[src/rtl/dlps_pkg.sv]
// Shared types and constants of the delay-line pitch shifter.
package dlps_pkg;

  localparam int SAMPLE_W = 24;
  localparam int RATIO_W  = 18;

  typedef logic signed [SAMPLE_W-1:0] sample_t;
  typedef logic [RATIO_W-1:0]         ratio_t;

  // Register map (index into the register list).
  localparam int REG_PITCH_RATIO = 0;
  localparam ratio_t RATIO_RESET = 18'd65536;

  // Output queue and request credits.
  localparam int OFIFO_DEPTH = 4;
  localparam int OFIFO_AW    = 2;
  localparam int CNT_W       = 3;

  // Source selection for one store read, aligned with its read data.
  typedef struct packed {
    logic valid;
    logic fwd;   // take the sample written in the same cycle
    logic zero;  // entry not yet written since reset
  } tap_ctl_t;

endpackage

[src/rtl/dlps_ofifo.sv]
// Small output queue that decouples the pipeline from a stalled receiver.
module dlps_ofifo (
  input  logic              clk,
  input  logic              rst,
  input  logic              push,
  input  dlps_pkg::sample_t push_data,
  input  logic              out_ready,
  output logic              out_valid,
  output dlps_pkg::sample_t sample_out
);
  import dlps_pkg::*;

  sample_t              entries [OFIFO_DEPTH];
  logic [OFIFO_AW-1:0]  wr_ptr;
  logic [OFIFO_AW-1:0]  rd_ptr;
  logic [CNT_W-1:0]     count;
  logic                 pop;

  assign out_valid  = (count != '0);
  assign pop        = out_valid && out_ready;
  assign sample_out = entries[rd_ptr];

  always_ff @(posedge clk) begin
    if (push) begin
      entries[wr_ptr] <= push_data;
    end
  end

  always_ff @(posedge clk) begin
    if (rst) begin
      wr_ptr <= '0;
      rd_ptr <= '0;
      count  <= '0;
    end else begin
      if (push) begin
        wr_ptr <= wr_ptr + OFIFO_AW'(1);
      end
      if (pop) begin
        rd_ptr <= rd_ptr + OFIFO_AW'(1);
      end
      count <= count + CNT_W'(push) - CNT_W'(pop);
    end
  end

endmodule

[config.mk]
export PLATFORM = sky130hd
export DESIGN_NAME = dlps_ofifo
export DESIGN_NICKNAME = d
export VERILOG_FILES = /design/src/rtl/dlps_pkg.sv /design/src/rtl/dlps_ofifo.sv
export SDC_FILE = /design/constraint.sdc
export NUM_CORES = 1
export LEC_CHECK = 0
export ABC_CLOCK_PERIOD_IN_PS = 1800
export BUFFER_PORTS_ARGS = -buffer_cell sky130_fd_sc_hd__buf_2
export CORE_MARGIN = 10
export CORE_UTILIZATION = 28
export DETAILED_ROUTE_END_ITERATION = 12
export SLEW_MARGIN = 20
export SYNTH_ARGS = -nofsm -noshare
export SYNTH_HDL_FRONTEND = slang
export SYNTH_SLANG_ARGS = --single-unit
[constraint.sdc]
create_clock -name clk -period 1.8 [get_ports clk]
set_input_delay 0 -clock clk [delete_from_list [all_inputs] [get_ports clk]]
set_output_delay 0 -clock clk [all_outputs]
set_load 0.02 [all_outputs]
==> impl_metrics.tcl <==
set metrics [dict create \
    dieHeight_um 139 \
    synth-seq-area-share_pct 77.1 \
    arrival_ns 2.09 \
    postLayoutSetupSlackWorst_ns -0.0116 \
    syn_to_final_growth_pct 28.4 \
    die_x_um 139 \
    final_cell_area_um2 5100 \
    core-area_um2 13900 \
    rsz0062_at_grt "yes" \
    row_count 43 \
    ios 53 \
    firstDrtPassIters 4 \
    synth.area.top_cells "edfxtp_1 (73%), mux4_2 (11%), dfxtp_1 (4.5%), mux4_1 (2.6%), ha_1 (1.9%)" \
    drive_gt1_share_pct 42.1 \
    tightestPinTransition_ns 0.704 \
    final_common_cell "edfxtp_1" \
    syn-cell-area_um2 3970 \
    critPathLaunchType "flop" \
    place_area_um2 4470 \
    grt_overflow 0 \
    setup_violations 1 \
    clk-insertion-delay-late_ns 0.34 \
    avgSynthCellArea_um2 23.2 \
    clk_root_buffer_cell "clkbuf_16" \
    post-route-util_pct 36.8 \
    cts_buffers 9 \
    max_cap_violations 0 \
    clock.fmax_mhz 552 \
    synth_seq_cells 105 \
    finalHoldViolCount 0 \
    nNetsFinal 296 \
    h-tree-depth 3 \
    clk_pin_slew_ns 0.07 \
    cp-end-kind "flop" \
    leakage_nw 1.77 \
    layout_common_cells "edfxtp_1 (96), buf_2 (52), dlygate4sd3_1 (25)" \
    grt_pass1_wl_um 11700 \
    violations "negative setup slack" \
    vdd_drop_max_uv 571 \
    post-route-period-util_pct 101 \
    layout.cells.non_filler 446 \
    port_buffers 52 \
    gp_congestion 0.676 \
    hold_path.class "in -> reg" \
    antenna_found_initial 0 \
    grt_pass1_vias 2173 \
    yosysTopAreaCell "edfxtp_1" \
    status "finished with violations" \
    synth.distinct_cells 21 \
    syn_nets 206 \
    grt_usage_pct 7.90 \
    crit_fanout 2 \
    clockBufferDepth 2 \
    critPathKind "reg -> reg" \
    dr_total_vias 1914 \
    drt_iter0_markers 72 \
    hpwl_um 4560 \
    final_max_slew_viol_count 0 \
    antenna_left 0 \
    routed_wl_um 7580 \
    cts_tree "done" \
    initial_core_util_pct 28.6 \
    grt_max_degree 25 \
    dieArea_um2 19400 \
    drt-wirelength-per-cell_um 17.0 \
    period_minus_slack_ns 1.81 \
    cp.required_ns 2.08 \
    synth_top_area_share_pct 72.5 \
    skew_ns 0.00478 \
    post-route-drc-count 0 \
    antennaDiodeCount 0 \
    yosys_warnings 0 \
    clock_sinks 105 \
    via_per_inst 4.29 \
    postSynthCellCount 171 \
    relSlewSlack_pct 53.1 \
    post-place-cells 402 \
    power.density_nw_per_um2 1270 \
]
## synthesized netlist by cell type
cell and instances:
edfxtp_1 96, buf_12 2, mux4_1 4, dfxtp_1 9
xor3_1 1, ha_1 6, fa_1 1, clkbuf_1 2
buf_6 1, xnor2_1 1, buf_2 2, and2_1 4
inv_1 6, nor2_1 5, o311ai_0 1, nor2b_1 4
mux4_2 20, or3_1 1, o31a_1 1, mux2i_1 1
mux2_2 3
## worst max-delay path: stages, from the launching register on
cell	delay, ns
dfxtp_1	0.32
o31a_1	0.31
ha_1	0.28
inv_1	0.04
ha_2	0.16
fa_2	0.52
nor2b_4	0.12
## report_power, final
part           leakage, nW  switching [mW]  internal [mW]
Sequential           0.957          0.0691           2.83
Combinational        0.656           0.756          0.779
Clock                0.155           0.838           1.22
## flip-flops by register name, summed over array words and instances, names as in the netlist, named ones only
name	count
entries	96
count	3
rd_ptr	2
wr_ptr	2
## worst paths after layout
path                            cells past startpoint         to      start  slack [ns]
worst min register to register                      2  wr_ptr[0]  wr_ptr[0]        0.56
worst max-delay path                                6   count[1]   count[2]       -0.01
worst min-delay path                                3  wr_ptr[0]       push        0.02
worst max register to register                      6   count[1]   count[2]       -0.01
## repair_timing
action | CTS | global route
cloned | 0 | 2
resized for setup | 3 | 3
hold buffers | 25 | 0
endpoints found under the hold margin | 101 | 0
setup buffers | 0 | 1
pin swaps | 2 | 2
setup endpoints to repair | 2 | 5
## layer usage
layer | GRT usage (%) | routed length [um]
met5 | 0 | 0
met1 | 8.90 | 3320
met4 | 4.45 | 167
met3 | 2.77 | 373
met2 | 12.8 | 3720
## cells by family after synthesis
group                      count (synthesis)  share of synthesized area, %
AOI/OAI and AO/OA                          2                         0.441
DFF                                      105                          77.1
adders and majority gates                  7                          2.39
and+or+nand+nor                           14                          1.89
buffers and inverters                     13                          2.30
xor gates and xnor gates                   2                         0.819
muxes                                     28                          15.1
## stage by stage
step | total power, mW | hold slack [ns] | setup WS (ns) | setup TNS [ns]
global placement | 4.30 | 0.216 | 0.0451 | 0
CTS | 6.46 | 0.00715 | -0.0310 | -0.0310
detailed placement | 4.35 | 0.216 | -0.0290 | -0.0290
global route | 6.80 | 0.0358 | -0.0635 | -0.106
floorplan | 3.94 | 0.0989 | 0.00680 | 0
finish | 6.49 | 0.0155 | -0.0116 | -0.0116
## final cells by class
cell class                      instances  area (um2)
Fill cell                            1305        8780
Clock buffer                            9         225
Tap cell                              180         225
Clock inverter                          7        95.1
Sequential cell                       105        3070
Inverter                                6        22.5
Timing Repair Buffer                   86         638
Multi-Input combinational cell         53         830
Power figures use the tool's default switching activity.
