==> src/rtl/dlps_pkg.sv <==
// Shared types and constants of the delay-line pitch shifter.
package dlps_pkg;

  localparam int SAMPLE_W = 24;
  localparam int RATIO_W  = 18;

  typedef logic signed [SAMPLE_W-1:0] sample_t;
  typedef logic [RATIO_W-1:0]         ratio_t;

  // Register map (index into the register list).
  localparam int REG_PITCH_RATIO = 0;
  localparam ratio_t RATIO_RESET = 18'd65536;

  // Output queue and request credits.
  localparam int OFIFO_DEPTH = 4;
  localparam int OFIFO_AW    = 2;
  localparam int CNT_W       = 3;

  // Source selection for one store read, aligned with its read data.
  typedef struct packed {
    logic valid;
    logic fwd;   // take the sample written in the same cycle
    logic zero;  // entry not yet written since reset
  } tap_ctl_t;

endpackage

==> src/rtl/dlps_interp.sv <==
// Linear interpolation pipeline between two store reads.
module dlps_interp #(
  parameter int FRACTION_BITS = 16
) (
  input  logic                     clk,
  input  logic                     rst,
  input  dlps_pkg::tap_ctl_t       tap0,
  input  dlps_pkg::tap_ctl_t       tap1,
  input  dlps_pkg::sample_t        rdata,
  input  dlps_pkg::sample_t        fwd_sample,
  input  logic [FRACTION_BITS-1:0] frac,
  output logic                     res_valid,
  output dlps_pkg::sample_t        res
);
  import dlps_pkg::*;

  localparam int DW = SAMPLE_W + 1;
  localparam int PW = FRACTION_BITS + 1 + DW;

  sample_t                  s0_sel;
  sample_t                  s1_sel;
  sample_t                  s0_a;
  logic [FRACTION_BITS-1:0] frac_a;
  sample_t                  s0_b;
  logic signed [PW-1:0]     prod_b;
  logic                     v_b;
  logic signed [DW-1:0]     diff;
  logic signed [PW-1:0]     shifted;
  logic signed [PW-1:0]     sum;

  always_comb begin
    priority if (tap0.fwd) begin
      s0_sel = fwd_sample;
    end else if (tap0.zero) begin
      s0_sel = '0;
    end else begin
      s0_sel = rdata;
    end
    s1_sel = tap1.zero ? '0 : rdata;
    diff   = {s1_sel[SAMPLE_W-1], s1_sel} - {s0_a[SAMPLE_W-1], s0_a};
  end

  // Capture the first entry and the fraction.
  always_ff @(posedge clk) begin
    if (tap0.valid) begin
      s0_a   <= s0_sel;
      frac_a <= frac;
    end
  end

  // Multiply the fraction by the difference.
  always_ff @(posedge clk) begin
    if (tap1.valid) begin
      prod_b <= $signed({1'b0, frac_a}) * diff;
      s0_b   <= s0_a;
    end
  end

  // Arithmetic shift floors the product.
  assign shifted = prod_b >>> FRACTION_BITS;
  assign sum     = {{(PW-SAMPLE_W){s0_b[SAMPLE_W-1]}}, s0_b} + shifted;

  always_ff @(posedge clk) begin
    if (rst) begin
      v_b       <= 1'b0;
      res_valid <= 1'b0;
    end else begin
      v_b       <= tap1.valid;
      res_valid <= v_b;
    end
  end

  always_ff @(posedge clk) begin
    if (v_b) begin
      res <= sum[SAMPLE_W-1:0];
    end
  end

endmodule

==> config.mk <==
export PLATFORM = sky130hd
export DESIGN_NAME = dlps_interp
export DESIGN_NICKNAME = d
export VERILOG_FILES = /design/src/rtl/dlps_pkg.sv /design/src/rtl/dlps_interp.sv
export SDC_FILE = /design/constraint.sdc
export NUM_CORES = 1
export LEC_CHECK = 0
export CORE_ASPECT_RATIO = 1.1
export CORE_UTILIZATION = 40
export CTS_BUF_LIST = sky130_fd_sc_hd__clkbuf_2
export CTS_CLUSTER_SIZE = 12
export DETAILED_ROUTE_END_ITERATION = 12
export DONT_BUFFER_PORTS = 1
export PLACE_DENSITY = 0.55
export SLEW_MARGIN = 40
export SYNTH_ARGS = -nofsm -noshare
export SYNTH_HDL_FRONTEND = slang
export SYNTH_SLANG_ARGS = --single-unit
==> constraint.sdc <==
create_clock -name clk -period 11.8 [get_ports clk]
set_input_delay 1.18 -clock clk [delete_from_list [all_inputs] [get_ports clk]]
set_output_delay 1.18 -clock clk [all_outputs]
set_load 0.03 [all_outputs]
==> metrics.cfg, run 1 <==
[drt]
wl_um=59700
postRouteAntennaNets=0
drt_first_iter_violations=995
wl_per_cell_um=19.4
firstDrtPassIters=8
drcViolationCount=0
vias=16200
vias_per_cell=5.24

[die]
rows=89
die_h_um=246
die_w_um=224
die_area_um2=55100
io_pins=97
core_area_um2=53600
start_util_pct=40.5

[yosys]
synth_cell_types=76
post_synth.cell_area_avg_um2=9.03
synthTopCellsByArea=fa_1 (34%), edfxtp_1 (16%), inv_1 (8.6%)
syn_area_um2=21700
yosys_warnings=0
syn_inst=2401
yosysTopAreaCell=fa_1
ys_seq_elements=114
syn_nets=2992
synthArstFlopShare_pct=0
synth_edf_count=112
yosysSeqAreaShare_pct=15.7
synth_top_area_share_pct=34.5
synth_ff_type=edfxtp_1

[sta]
period_share_pct=82.1
rsz0062_at_grt=no
skew_ps=58.1
slew_headroom_pct=41.3
setup_violations=0
min_period_ps=9690
fmax_mhz=103
hold_viol=0
layout_setup_ws_ps=2110
tightest_slew_ps=875
slew_viol_final=0
fin_setup_tns_ps=0

[cts]
cts.clk_slew.worst_paths_ps=230
cts_buffer_depth=2
cts_tree=yes
ctsResizeCount=0
clock_latency_ps=710
hold_buffers=0
root_buffer=clkbuf_2
post-cts-setup-buffers=0
cts_buffers=17
cts_max_level=4
clock_sinks=114

[setup_path]
r2r_start=s0_a[1]
start_kind=input pin
crit_fanout=24
path_class=input pin to register
cp.required_ps=12260
cp-endpoint=prod_b[39]
cp.arrival_ps=10150
r2r_setup_slack_ps=2230
r2r_end=prod_b[39]
crit_path_start=tap1[0]
cp_common_cell=fa_1
slowest_stage=fa_1
slowest_delay_ps=520
endpoint_kind=register
reg2reg_depth=32

[cells_and_area]
design_area_um2=22900
final_common_cell=inv_1
final_layout_size_suffix_gt1_share_pct=4.63
area_growth_pct=5.50
final_cell_mix=inv_1 (495), fa_1 (372), nand2_1 (278)
nets=2931

[global_route]
grt_pass1_wl_um=94700
grt_start_max_net_pins=53
grt_use_total_pct=22.3
grt_pass1_vias=16900
overflow=0
antenna_found_initial=5

[run_status]
status=completed

[placement]
dpl.hpwl_um=46000
place_area_um2=22500
gp_congestion=0.841
dp_slack_ps=1440
io_buffers=0

[min_path]
hp-class=register to register

[flow_run]
max_cap_violations=0

## cell type report
type | instances | area [um2]
Tap cell | 728 | 911
Sequential cell | 114 | 3400
Fill cell | 5285 | 30700
Inverter | 498 | 1870
Clock inverter | 13 | 233
Multi-Input combinational cell | 1661 | 16000
Clock buffer | 19 | 95.1
Timing Repair Buffer | 48 | 360
Antenna cell | 4 | 10.0
## registers in the layout, indices dropped and copies added, names as in the netlist
register,count
frac_a,16
res_valid,1
res,24
s0_b,24
s0_a,24
prod_b,24
v_b,1
## logic make-up (layout without fill, tap and decap cells)
family / count (synthesis) / count (layout) / share of synthesized area (%)
AOI/OAI and AO/OA: 277 / 277 / 8.61
xor gates and xnor gates: 75 / 75 / 3.09
adders and majority gates: 524 / 524 / 43.1
buffers and inverters: 626 / 578 / 10.9
DFF: 114 / 114 / 15.7
muxes: 17 / 17 / 0.814
other: 0 / 4 / 0
and+or+nand+nor: 768 / 768 / 17.8
## stage by stage
stage          hold slack [ps]  instances  util (%)
3_3_place_gp               440       3048      42.0
5_1_grt                    448       3083      42.7
6_report                   444       3085      42.7
4_1_cts                    406       3081      42.7
2_1_floorplan              426       2401         -
3_5_place_dp               441       3049      42.1
## Yosys cell counts (4+ instances only)
master,count
nor4_1,12
edfxtp_1,112
a311oi_1,8
o31a_1,4
nand2_1,278
o21a_1,7
ha_1,146
nand3_1,56
and3_1,14
and2_1,132
mux2_1,5
inv_1,495
nand4_1,22
mux2i_1,12
a21oi_1,60
a211oi_1,17
nand2b_1,72
o21bai_1,6
o21ai_0,61
o311ai_1,6
fa_1,373
a21o_1,29
a211o_1,9
clkbuf_1,122
xnor2_1,55
o21ai_1,13
nor2b_1,55
o211ai_1,23
nor2_1,64
xor2_1,19
nor3_1,40
maj3_1,5
## worst min-delay path by stage
stage               slack, ps     start        end  cells past startpoint
floorplan                 430  s0_a[10]   s0_b[10]                      0
global placement          440  s0_a[18]   s0_b[18]                      0
detailed placement        440   s0_a[5]    s0_b[5]                      0
CTS                       410   frac[5]  frac_a[5]                      0
global route              450       rst        v_b                      1
finish                    440   s0_a[3]    s0_b[3]                      0
## routing by layer
| layer | track usage, % | vias up | part of all wire (%) |
|---|---|---|---|
| met5 | 0 | - | 0.025 |
| met4 | 6.43 | 2 | 2.5 |
| met3 | 2.41 | 81 | 4.3 |
| li1 | - | 7395 | - |
| met2 | 39.4 | 403 | 51 |
| met1 | 28.6 | 8298 | 43 |
## worst max-delay path, delay by kind of cell
family                     cells  cell delay [ps]
AOI/OAI and AO/OA             15             4100
xor gates and xnor gates       1              430
adders and majority gates      8             3440
buffers and inverters          6              590
and+or+nand+nor                3              400
Power of run 1 is not shown: default switching activity piles up to over one toggle a cycle in this logic, so the estimate is an artifact.
==> inputs of run 2 (changes only) <==
PLACE_DENSITY = 0.57   (was 0.55)
clock period = 8.7 ns   (was 11.8 ns; I/O delays follow)
==> run 2 against run 1 <==
- worst hold slack lost 240 ps
- final cell count grew 5.7%
- design area grew 6.0%
- non-clock buffer count grew 180
- clock skew grew 13 ps
- critical endpoint unchanged
- clock-buffer cell count shrank 1
- first-iteration DRC count shrank 7.4%
- critical path depth shrank 1
- critical path type is now register to register
- worst setup slack lost 1900 ps
- utilization grew 2.6 points
- via count grew 2.9%
==> metrics.cfg, run 2 (synthesis gave the netlist of run 1 again) <==
[die]
die_h_um=246  ; unchanged
die_area_um2=55100  ; unchanged
start_util_pct=40.5  ; unchanged
die_w_um=224  ; unchanged
core_area_um2=53600  ; unchanged
rows=89  ; unchanged
io_pins=97  ; unchanged

[sta]
hold_viol=0  ; unchanged
skew_ps=71.2  ; +13.1 ps
slew_viol_final=0  ; unchanged
min_period_ps=8490
slew_headroom_pct=44.9  ; +3.6 points
rsz0062_at_grt=yes
tightest_slew_ps=827  ; -48.3 ps
fmax_mhz=118
period_share_pct=97.6
setup_violations=0  ; unchanged
hold_slack_ps=205  ; -239 ps
fin_setup_tns_ps=0  ; unchanged
layout_setup_ws_ps=212  ; -1900 ps

[drt]
drcViolationCount=0  ; unchanged
drt_first_iter_violations=921  ; -7.4%
firstDrtPassIters=5  ; -3
postRouteAntennaNets=0  ; unchanged
vias=16700  ; +2.9%
wl_per_cell_um=17.6  ; -8.9%
wl_um=57600  ; -3.6%
vias_per_cell=5.11  ; -2.6%

[placement]
dpl.hpwl_um=48200  ; +4.9%
dp_slack_ps=-541  ; -1980 ps
io_buffers=0  ; unchanged
dp.cells=3226  ; +5.8%
gp_congestion=0.877  ; +4.3%

[cts]
cts_tree=yes
cts_buffers=17  ; unchanged
cts_max_level=4  ; unchanged
cts.clk_slew.worst_paths_ps=260  ; +30 ps
cts_buffer_depth=2  ; unchanged
clock_sinks=114  ; unchanged
root_buffer=clkbuf_2
hold_buffers=0  ; unchanged
clock_latency_ps=730  ; +20 ps

[min_path]
hp-class=input pin to register

[setup_path]
slowest_stage=fa_1
critical-path-top-delay-family=adder cells
path_buf_inv=6  ; unchanged
path_class=register to register
crit_fanout=5  ; -79%
cp_common_cell=fa_1
endpoint_kind=register
cp.arrival_ps=9010  ; -1140 ps
start_kind=register
cp.required_ps=9230  ; -3030 ps
slowest_delay_ps=560  ; +40 ps

[global_route]
grt_use_total_pct=21.6  ; -0.71 points
grt_pass1_wl_um=93000  ; -1.9%
antenna_found_initial=3  ; -2
grt_start_max_net_pins=50  ; -5.7%
overflow=0  ; unchanged
grt_pass1_vias=17400  ; +2.9%

[run_status]
status=completed

[cells_and_area]
nets=3111  ; +6.1%
fillers=5146  ; -2.6%
area_growth_pct=11.9
final_cell_mix=inv_1 (495), fa_1 (372), nand2_1 (278)
final_common_cell=inv_1
final_layout_size_suffix_gt1_share_pct=11.5  ; +6.9 points
layout.cells.non_filler=3262  ; +5.7%

[flow_run]
max_cap_violations=0  ; unchanged

==> run 2: changes by cell type in the layout (fill, tap and decap cells not counted), sizes merged <==
cell,change
buf,+180
clkbuf,-1
inv,+4
clkinvlp,+6
clkinv,-4
diode,-3
bufinv,-5
==> run 2: final cells by class <==
cell class              instances  area [um2]  share of cell area, %
flip-flops and latches        114        3400                   14.0
diodes                          1        2.50                 0.0103
well taps                     728         911                   3.76
repair buffers                228        1820                   7.52
inverters                     498        1870                   7.72
clock buffers                  18        90.1                  0.372
clock inverters                14         131                  0.542
multi-input cells            1661       16000                   66.0
==> run 2: per-layer routing <==
| layer | vias to the layer above | GRT usage (%) | part of all wire (%) |
|---|---|---|---|
| met3 | 78 | 1.79 | 3.7 |
| met4 | 4 | 5.44 | 2.3 |
| li1 | 7760 | - | - |
| met1 | 8406 | 27.5 | 42 |
| met5 | - | 0 | 0.038 |
| met2 | 408 | 39.2 | 52 |
==> run 2: worst paths after layout <==
kind,from,endpoint,slack (ps),depth (start not counted)
setup reg to reg,s0_a[1],prod_b[39],210,32
hold / removal,rst,v_b,210,1
setup / recovery,s0_a[1],prod_b[39],210,32
hold reg to reg,s0_a[15],s0_b[15],460,0
==> run 2: through the flow <==
| stage | area [um2] | utilization [%] |
|---|---|---|
| 2_1_floorplan | 21700 | - |
| 3_3_place_gp | 23900 | 44.6 |
| 3_5_place_dp | 23900 | 44.7 |
| 4_1_cts | 24200 | 45.1 |
| 5_1_grt | 24200 | 45.3 |
| 6_report | 24200 | 45.3 |
==> run 2: what timing repair did <==
item	in CTS	in global routing
setup endpoints to repair	0	6
buffers inserted	0	3
resized for setup	0	8
Power of run 2 is left out for the same reason.
